`src/hw/rtl/ptt_pkg.sv`:
```
// Shared types and constants for the periodic timer table.
package ptt_pkg;

  localparam int SLOTS_DEF      = 16;
  localparam int COUNT_BITS_DEF = 16;
  localparam int MAX_RESULTS    = 16;
  localparam logic [15:0] STEP_RESET = 16'd10;

  typedef enum logic [1:0] {
    OP_TICK   = 2'd0,
    OP_ADD    = 2'd1,
    OP_REMOVE = 2'd2
  } op_t;

  typedef enum logic [1:0] {
    KIND_ADD    = 2'd0,
    KIND_REMOVE = 2'd1,
    KIND_FIRE   = 2'd2
  } kind_t;

  typedef struct packed {
    op_t         op;
    logic [15:0] period;
    logic [15:0] tag;
    logic [3:0]  slot;
  } req_t;

  typedef struct packed {
    kind_t       kind;
    logic [3:0]  slot_out;
    logic [15:0] tag_out;
    logic        status;
    logic        last;
  } rsp_t;

endpackage

```
`src/hw/rtl/ptt_slot_mem.sv`:
```
// Slot memory: one write port, one read port, registered read data.
module ptt_slot_mem #(
  parameter int DEPTH = ptt_pkg::SLOTS_DEF,
  parameter int WIDTH = 48
) (
  input  logic                                 clk,
  input  logic                                 wr_en,
  input  logic [((DEPTH > 1) ? $clog2(DEPTH) : 1)-1:0] wr_addr,
  input  logic [WIDTH-1:0]                     wr_data,
  input  logic [((DEPTH > 1) ? $clog2(DEPTH) : 1)-1:0] rd_addr,
  output logic [WIDTH-1:0]                     rd_data
);

  logic [WIDTH-1:0] mem [DEPTH];

  always_ff @(posedge clk) begin
    if (wr_en) begin
      mem[wr_addr] <= wr_data;
    end
    rd_data <= mem[rd_addr];
  end

endmodule

```
`src/hw/rtl/periodic_timer_table_core.sv`:
```
// Periodic timer table: tick counter, slot scan and add/remove handling.
// Tick: one slot read per cycle from the slot memory unless a fire beat waits on
//   a stalled output; each fire beat is held until the next due slot or scan end.
// Add: free-slot search one slot per cycle, then the answer. Remove: one slot check.
// Unknown op: dropped without an answer. Output stalls delay answers and fire beats.
// Reset clears the counter, the active bits and the output; step returns to 10.
module periodic_timer_table_core #(
  parameter int SLOTS      = ptt_pkg::SLOTS_DEF,
  parameter int COUNT_BITS = ptt_pkg::COUNT_BITS_DEF
) (
  input  logic             clk,
  input  logic             rst,
  input  logic             req_valid,
  output logic             req_stall,
  input  ptt_pkg::req_t    req,
  output logic             rsp_valid,
  input  logic             rsp_stall,
  output ptt_pkg::rsp_t    rsp,
  input  logic             cfg_valid,
  output logic             cfg_ready,
  input  logic [15:0]      cfg_data
);

  localparam int SLOT_BITS = (SLOTS > 1) ? $clog2(SLOTS) : 1;
  localparam int FIRE_BITS = $clog2(ptt_pkg::MAX_RESULTS + 1);

  typedef struct packed {
    logic [COUNT_BITS-1:0] deadline;
    logic [15:0]           period;
    logic [15:0]           tag;
  } entry_t;

  typedef enum logic [2:0] {
    ST_IDLE,
    ST_SCAN,
    ST_FLUSH,
    ST_ADD,
    ST_REMOVE,
    ST_RESP
  } state_t;

  state_t                state;
  logic [15:0]           step;
  logic [COUNT_BITS-1:0] count;
  logic [SLOTS-1:0]      active;
  ptt_pkg::req_t         cur;
  logic [SLOT_BITS-1:0]  idx;
  logic                  held_vld;
  logic [3:0]            held_slot;
  logic [15:0]           held_tag;
  logic [FIRE_BITS-1:0]  fire_cnt;
  ptt_pkg::rsp_t         res;

  entry_t                rd_entry;
  entry_t                wr_entry;
  logic                  wr_en;
  logic [SLOT_BITS-1:0]  rd_addr;
  logic [SLOT_BITS-1:0]  rm_idx;
  logic                  rm_ok;
  logic                  last_idx;
  logic                  can_load;
  logic                  due;
  logic                  keep;
  logic                  scan_go;
  logic                  rsp_load;

  assign cfg_ready = 1'b1;
  assign req_stall = (state != ST_IDLE);

  assign last_idx = (idx == SLOT_BITS'(SLOTS - 1));
  assign can_load = !rsp_valid || !rsp_stall;
  assign due      = active[idx] && (rd_entry.deadline == count);
  assign keep     = due && (fire_cnt < FIRE_BITS'(ptt_pkg::MAX_RESULTS));
  assign scan_go  = (state == ST_SCAN) && !(keep && held_vld && !can_load);
  assign rm_idx   = SLOT_BITS'(cur.slot);
  assign rm_ok    = (int'(cur.slot) < SLOTS) && active[rm_idx];
  assign rsp_load = (scan_go && keep && held_vld) ||
                    ((state == ST_FLUSH) && held_vld && can_load) ||
                    ((state == ST_RESP) && can_load);

  always_comb begin
    if (state == ST_SCAN) begin
      rd_addr = scan_go ? SLOT_BITS'(idx + 1'b1) : idx;
    end else begin
      rd_addr = '0;
    end
  end

  always_comb begin
    if (state == ST_SCAN) begin
      wr_en             = scan_go && due;
      wr_entry.deadline = count + COUNT_BITS'(rd_entry.period);
      wr_entry.period   = rd_entry.period;
      wr_entry.tag      = rd_entry.tag;
    end else begin
      wr_en             = (state == ST_ADD) && !active[idx];
      wr_entry.deadline = count + COUNT_BITS'(cur.period);
      wr_entry.period   = cur.period;
      wr_entry.tag      = cur.tag;
    end
  end

  ptt_slot_mem #(
    .DEPTH (SLOTS),
    .WIDTH ($bits(entry_t))
  ) u_mem (
    .clk     (clk),
    .wr_en   (wr_en),
    .wr_addr (idx),
    .wr_data (wr_entry),
    .rd_addr (rd_addr),
    .rd_data (rd_entry)
  );

  always_ff @(posedge clk) begin
    if (rst) begin
      state     <= ST_IDLE;
      step      <= ptt_pkg::STEP_RESET;
      count     <= '0;
      active    <= '0;
      idx       <= '0;
      held_vld  <= 1'b0;
      fire_cnt  <= '0;
      rsp_valid <= 1'b0;
    end else begin
      if (cfg_valid) begin
        step <= cfg_data;
      end
      if (rsp_load) begin
        rsp_valid <= 1'b1;
      end else if (!rsp_stall) begin
        rsp_valid <= 1'b0;
      end
      case (state)
        ST_IDLE: begin
          if (req_valid) begin
            cur      <= req;
            idx      <= '0;
            fire_cnt <= '0;
            held_vld <= 1'b0;
            case (req.op)
              ptt_pkg::OP_TICK: begin
                count <= count + COUNT_BITS'(step);
                state <= ST_SCAN;
              end
              ptt_pkg::OP_ADD:    state <= ST_ADD;
              ptt_pkg::OP_REMOVE: state <= ST_REMOVE;
              default: ;
            endcase
          end
        end
        ST_SCAN: begin
          if (scan_go) begin
            if (keep) begin
              if (held_vld) begin
                rsp       <= '{kind: ptt_pkg::KIND_FIRE, slot_out: held_slot,
                               tag_out: held_tag, status: 1'b0, last: 1'b0};
              end
              held_vld  <= 1'b1;
              held_slot <= 4'(idx);
              held_tag  <= rd_entry.tag;
              fire_cnt  <= fire_cnt + 1'b1;
            end
            if (last_idx) begin
              state <= ST_FLUSH;
            end else begin
              idx <= idx + 1'b1;
            end
          end
        end
        ST_FLUSH: begin
          if (!held_vld) begin
            state <= ST_IDLE;
          end else if (can_load) begin
            rsp       <= '{kind: ptt_pkg::KIND_FIRE, slot_out: held_slot,
                           tag_out: held_tag, status: 1'b0, last: 1'b1};
            held_vld  <= 1'b0;
            state     <= ST_IDLE;
          end
        end
        ST_ADD: begin
          if (!active[idx]) begin
            active[idx] <= 1'b1;
            res   <= '{kind: ptt_pkg::KIND_ADD, slot_out: 4'(idx),
                       tag_out: 16'd0, status: 1'b0, last: 1'b1};
            state <= ST_RESP;
          end else if (last_idx) begin
            res   <= '{kind: ptt_pkg::KIND_ADD, slot_out: 4'd0,
                       tag_out: 16'd0, status: 1'b1, last: 1'b1};
            state <= ST_RESP;
          end else begin
            idx <= idx + 1'b1;
          end
        end
        ST_REMOVE: begin
          if (rm_ok) begin
            active[rm_idx] <= 1'b0;
          end
          res   <= '{kind: ptt_pkg::KIND_REMOVE, slot_out: cur.slot,
                     tag_out: 16'd0, status: !rm_ok, last: 1'b1};
          state <= ST_RESP;
        end
        ST_RESP: begin
          if (can_load) begin
            rsp       <= res;
            state     <= ST_IDLE;
          end
        end
        default: state <= ST_IDLE;
      endcase
    end
  end

endmodule

```
`config.mk`:
```
export PLATFORM = sky130hd
export DESIGN_NAME = periodic_timer_table_core
export DESIGN_NICKNAME = d
export VERILOG_FILES = /design/src/hw/rtl/ptt_pkg.sv /design/src/hw/rtl/ptt_slot_mem.sv /design/src/hw/rtl/periodic_timer_table_core.sv
export SDC_FILE = /design/constraint.sdc
export NUM_CORES = 1
export LEC_CHECK = 0
export ABC_AREA = 1
export BUFFER_PORTS_ARGS = -buffer_cell sky130_fd_sc_hd__buf_4
export CORE_ASPECT_RATIO = 1.75
export CORE_UTILIZATION = 57
export DETAILED_ROUTE_END_ITERATION = 10
export MAX_ROUTING_LAYER = met4
export PLACE_DENSITY = 0.81
export SYNTH_ARGS = -nofsm -noshare
export SYNTH_HDL_FRONTEND = slang
export SYNTH_SLANG_ARGS = --single-unit
```
`constraint.sdc`:
```
create_clock -name clk -period 5 [get_ports clk]
set_input_delay 0 -clock clk [delete_from_list [all_inputs] [get_ports clk]]
set_output_delay 0 -clock clk [all_outputs]
set_load 0.02 [all_outputs]
```
==> results.py <==
metrics = {
    "outcome": {
        "result_of_the_run": "completed",
    },
    "timing": {
        "layout_min_cycle_time_ns": 4.715,
        "timing_hold_violations_final": 0,
        "slew_headroom_pct": 9.847,
        "drv_slew": 0,
        "final_min_period_over_clock_period_pct": 94.31,
        "timing.setup.tns_ns": 0,
        "setup_viol": 0,
        "worst-slew-pin-transition_ns": 1.348,
        "fin_skew_ns": 0.02653,
        "fmaxAchievable_mhz": 212.1,
        "rsz0062_at_grt": "false",
    },
    "power_and_ir_drop": {
        "power_frac_comb_pct": 27.5,
        "power_report.internal_total_mw": 15.76,
        "power.switching_fraction_pct": 33.95,
        "leakage_nw": 20.34,
        "seqPwrFrac_pct": 44.1,
        "p_switching_mw": 8.102,
        "clockPowerShare_pct": 28.4,
        "pd_cells_nw_per_um2": 493.7,
        "ir_drop_mv": 0.4531,
    },
    "floorplan": {
        "core_um2": 74160,
        "die_h_um": 364.9,
        "design.portCount": 86,
        "row_count": 132,
        "effective_utilization_at_floorplan_pct": 57.83,
        "die_width_um": 209.3,
        "dieArea_um2": 76380,
    },
    "synthesis": {
        "netlist.top_cell.by_area": "sky130_fd_sc_hd__edfxtp_1",
        "synth_nets": 4347,
        "yosys.area_share.xor_xnor_pct": 0.6535,
        "synth_seq_area_share_pct": 64.93,
        "synth_mux_area_share_pct": 0,
        "yosys.area.top_type_share_pct": 59.80,
        "asyncSetResetFlopFracSynth_pct": 0,
        "syn_area_um2": 42880,
        "synthCells": 4251,
        "yosys.cell_count.top_type": "sky130_fd_sc_hd__nand3_1",
        "synth-compound-area-share_pct": 2.398,
        "synth_area_per_cell_um2": 10.09,
        "synth-edff-count": 854,
        "yosys.area_share.simple_pct": 21.16,
        "yosysWarningCount": 0,
        "synth_fa_ha_area_share_pct": 1.115,
        "synth_top_cells_by_count": "944 x sky130_fd_sc_hd__nand3_1, 854 x sky130_fd_sc_hd__edfxtp_1, 824 x sky130_fd_sc_hd__nand2_1",
        "yosysUniqueCellTypes": 45,
        "ys_ff_latch": 964,
        "synth_top_family_by_area": "simple AND/OR/NAND/NOR gates",
        "postSynth.topFlopCell": "sky130_fd_sc_hd__edfxtp_1",
        "post_synth_main_area_contributors": "sky130_fd_sc_hd__edfxtp_1 60%, sky130_fd_sc_hd__nand3_1 11%, sky130_fd_sc_hd__nand2_1 7.2%, sky130_fd_sc_hd__inv_1 7.1%, sky130_fd_sc_hd__dfxtp_1 5.1%",
    },
    "critical_path": {
        "worstSetupPathType": "flop to flop",
        "worstPathMaxFanout": 43,
        "cpMostUsedCell": "sky130_fd_sc_hd__o21ai_0",
        "worstSetupStartpointType": "flop",
        "worst_ep_arrival_time_ns": 5.03,
        "cp.required_ns": 5.32,
        "cpMaxStageDelayCell": "sky130_fd_sc_hd__xor2_1",
        "crit_path_cell_trace": "inv_1 > nor2_1 > inv_1 > nor2_4 > buf_12 > nand2_1 > nand2_1 > ha_1 > a21oi_1 > o21ai_0 > a21boi_0 > o21ai_0 > a21boi_0 > o21ai_0 > xor2_1",
        "critical_path.endpoint_type": "flop",
        "max_stage_delay_ns": 0.85,
    },
    "drt": {
        "routed_via_count_divided_by_cell_count": 5.844,
        "routedWlPerCell_um": 21.35,
        "post-route-drc-count": 0,
        "drtIter0Drc": 4001,
        "via_count": 31443,
        "ant_nets": 0,
        "detail_route.wirelength_mm": 114.9,
        "firstDrtPassIters": 6,
    },
    "global_route": {
        "globalRouteTotalUtil_pct": 31.10,
        "initial_antenna_violation_count": 1,
        "overflow": 0,
        "grt_pass1_vias": 31395,
        "grt_max_degree": 175,
        "grt_first_pass_wirelength_mm": 173.7,
    },
    "layout": {
        "drive_above_1_share_pct": 7.477,
        "fin_area_um2": 48340,
        "finish.utilization_pct": 65.19,
        "num-fill-cells": 5202,
        "numnets_final": 4463,
        "area_growth_syn_to_layout_pct": 12.72,
    },
    "cts": {
        "cts_sinks": 964,
        "num_cts_buffers": 87,
        "number_of_h_tree_branching_levels": 3,
        "clk_pin_slew_ns": 0.07,
        "post_cts_resized": 0,
        "cts_tree": "yes",
        "clkLatencyLatePin_ns": 0.68,
        "clockRootBuffer": "sky130_fd_sc_hd__clkbuf_16",
        "max-clock-path-buffers": 3,
    },
    "place": {
        "placed_cell_area_um2": 44520,
        "gp_congestion": 0.9335,
        "port_buffers": 84,
        "place_hpwl_mm": 62.21,
    },
    "job": {
        "maxCapViolations": 0,
    },
    "worst_hold_path": {
        "class_of_the_worst_hold_path": "input pin to flop",
    },
}
power by group through the flow:
stage	clock [mW]	combinational, mW	sequential (mW)
2_1_floorplan	0	4.22	10.6
3_3_place_gp	0	6.05	10.7
3_5_place_dp	0	6.27	10.7
4_1_cts	6.82	6.41	10.5
5_1_grt	7.11	7.08	10.5
6_report	6.78	6.57	10.5
path summary, 6_finish.rpt:
path,from,endpoint,slack [ns],cells after the start
worst min-delay path,req[27],cur[27],0.04,2
worst max-delay path,state[0],u_mem.mem[11][45],0.28,15
worst min register to register,u_mem.rd_data[11],held_tag[11],0.43,0
worst max register to register,state[0],u_mem.mem[11][45],0.28,15
flip-flops by register name, summed over array words and instances (netlist names):
register,cells
u_mem.mem,768
u_mem.rd_data,48
cur,32
rsp,24
active,16
count,16
held_tag,16
step,16
res,6
fire_cnt,5
held_slot,4
idx,4
rm_idx,4
state,3
held_vld,1
rsp_valid,1
worst max-delay path, delay by kind of cell, from the launching register on:
family	cells	cell delay [ns]
adders and majority gates	1	0.40
DFF	1	0.35
xor gates and xnor gates	1	0.85
AOI/OAI and AO/OA	6	1.50
and+or+nand+nor	4	0.78
buffers and inverters	3	0.43
final cells by class:
type	instances	area [µm²]	area share, %
Sequential cell	964	27850	57.61
Clock inverter	50	496.7	1.028
Inverter	815	3067	6.344
Multi-Input combinational cell	2247	11070	22.91
Clock buffer	112	2375	4.913
Tap cell	938	1174	2.428
Timing Repair Buffer	252	2302	4.763
Antenna cell	2	5.005	0.01035
stage by stage:
| step | worst slack [ns] | instances | total power, mW | hold slack (ns) |
|---|---|---|---|---|
| 2_1_floorplan | 0.8013 | 4251 | 14.83 | 0.09887 |
| 3_3_place_gp | 0.7809 | 5122 | 16.72 | 0.1784 |
| 3_5_place_dp | 0.5524 | 5122 | 16.94 | 0.1793 |
| 4_1_cts | 0.4607 | 5378 | 23.74 | 0.003196 |
| 5_1_grt | 0.1181 | 5379 | 24.73 | 0.04235 |
| 6_report | 0.2846 | 5380 | 23.87 | 0.03595 |
cells by family after synthesis:
logic type | Yosys count
DFF | 964
other | 1
buffers and inverters | 1040
xor gates and xnor gates | 32
AOI/OAI and AO/OA | 188
and+or+nand+nor | 1989
adders and majority gates | 37
what timing repair did:
item	4_1_cts	5_1_grt
hold buffers	94	0
buffers inserted	0	0
hold endpoints to repair	79	0
metal layers:
layer	vias to the layer above	track usage, %	part of all wire [%]
li1	14252	-	-
met1	14815	34.02	34
met2	1875	53.14	51
met3	501	4.168	8.5
met4	0	20.54	6.6
met5	-	-	0
layout by cell type, fill, tap and decap left out, drive strengths merged, types with 35 or more instances in the layout:
| master | count |
|---|---|
| nand3b | 99 |
| inv | 819 |
| nand3 | 945 |
| a21oi | 68 |
| dlygate4sd3 | 94 |
| edfxtp | 854 |
| nand2 | 826 |
| buf | 158 |
| nor2 | 102 |
| clkbuf | 112 |
| dfxtp | 110 |
| ha | 35 |
| o21ai | 89 |
(Power assumes the default switching activity.)
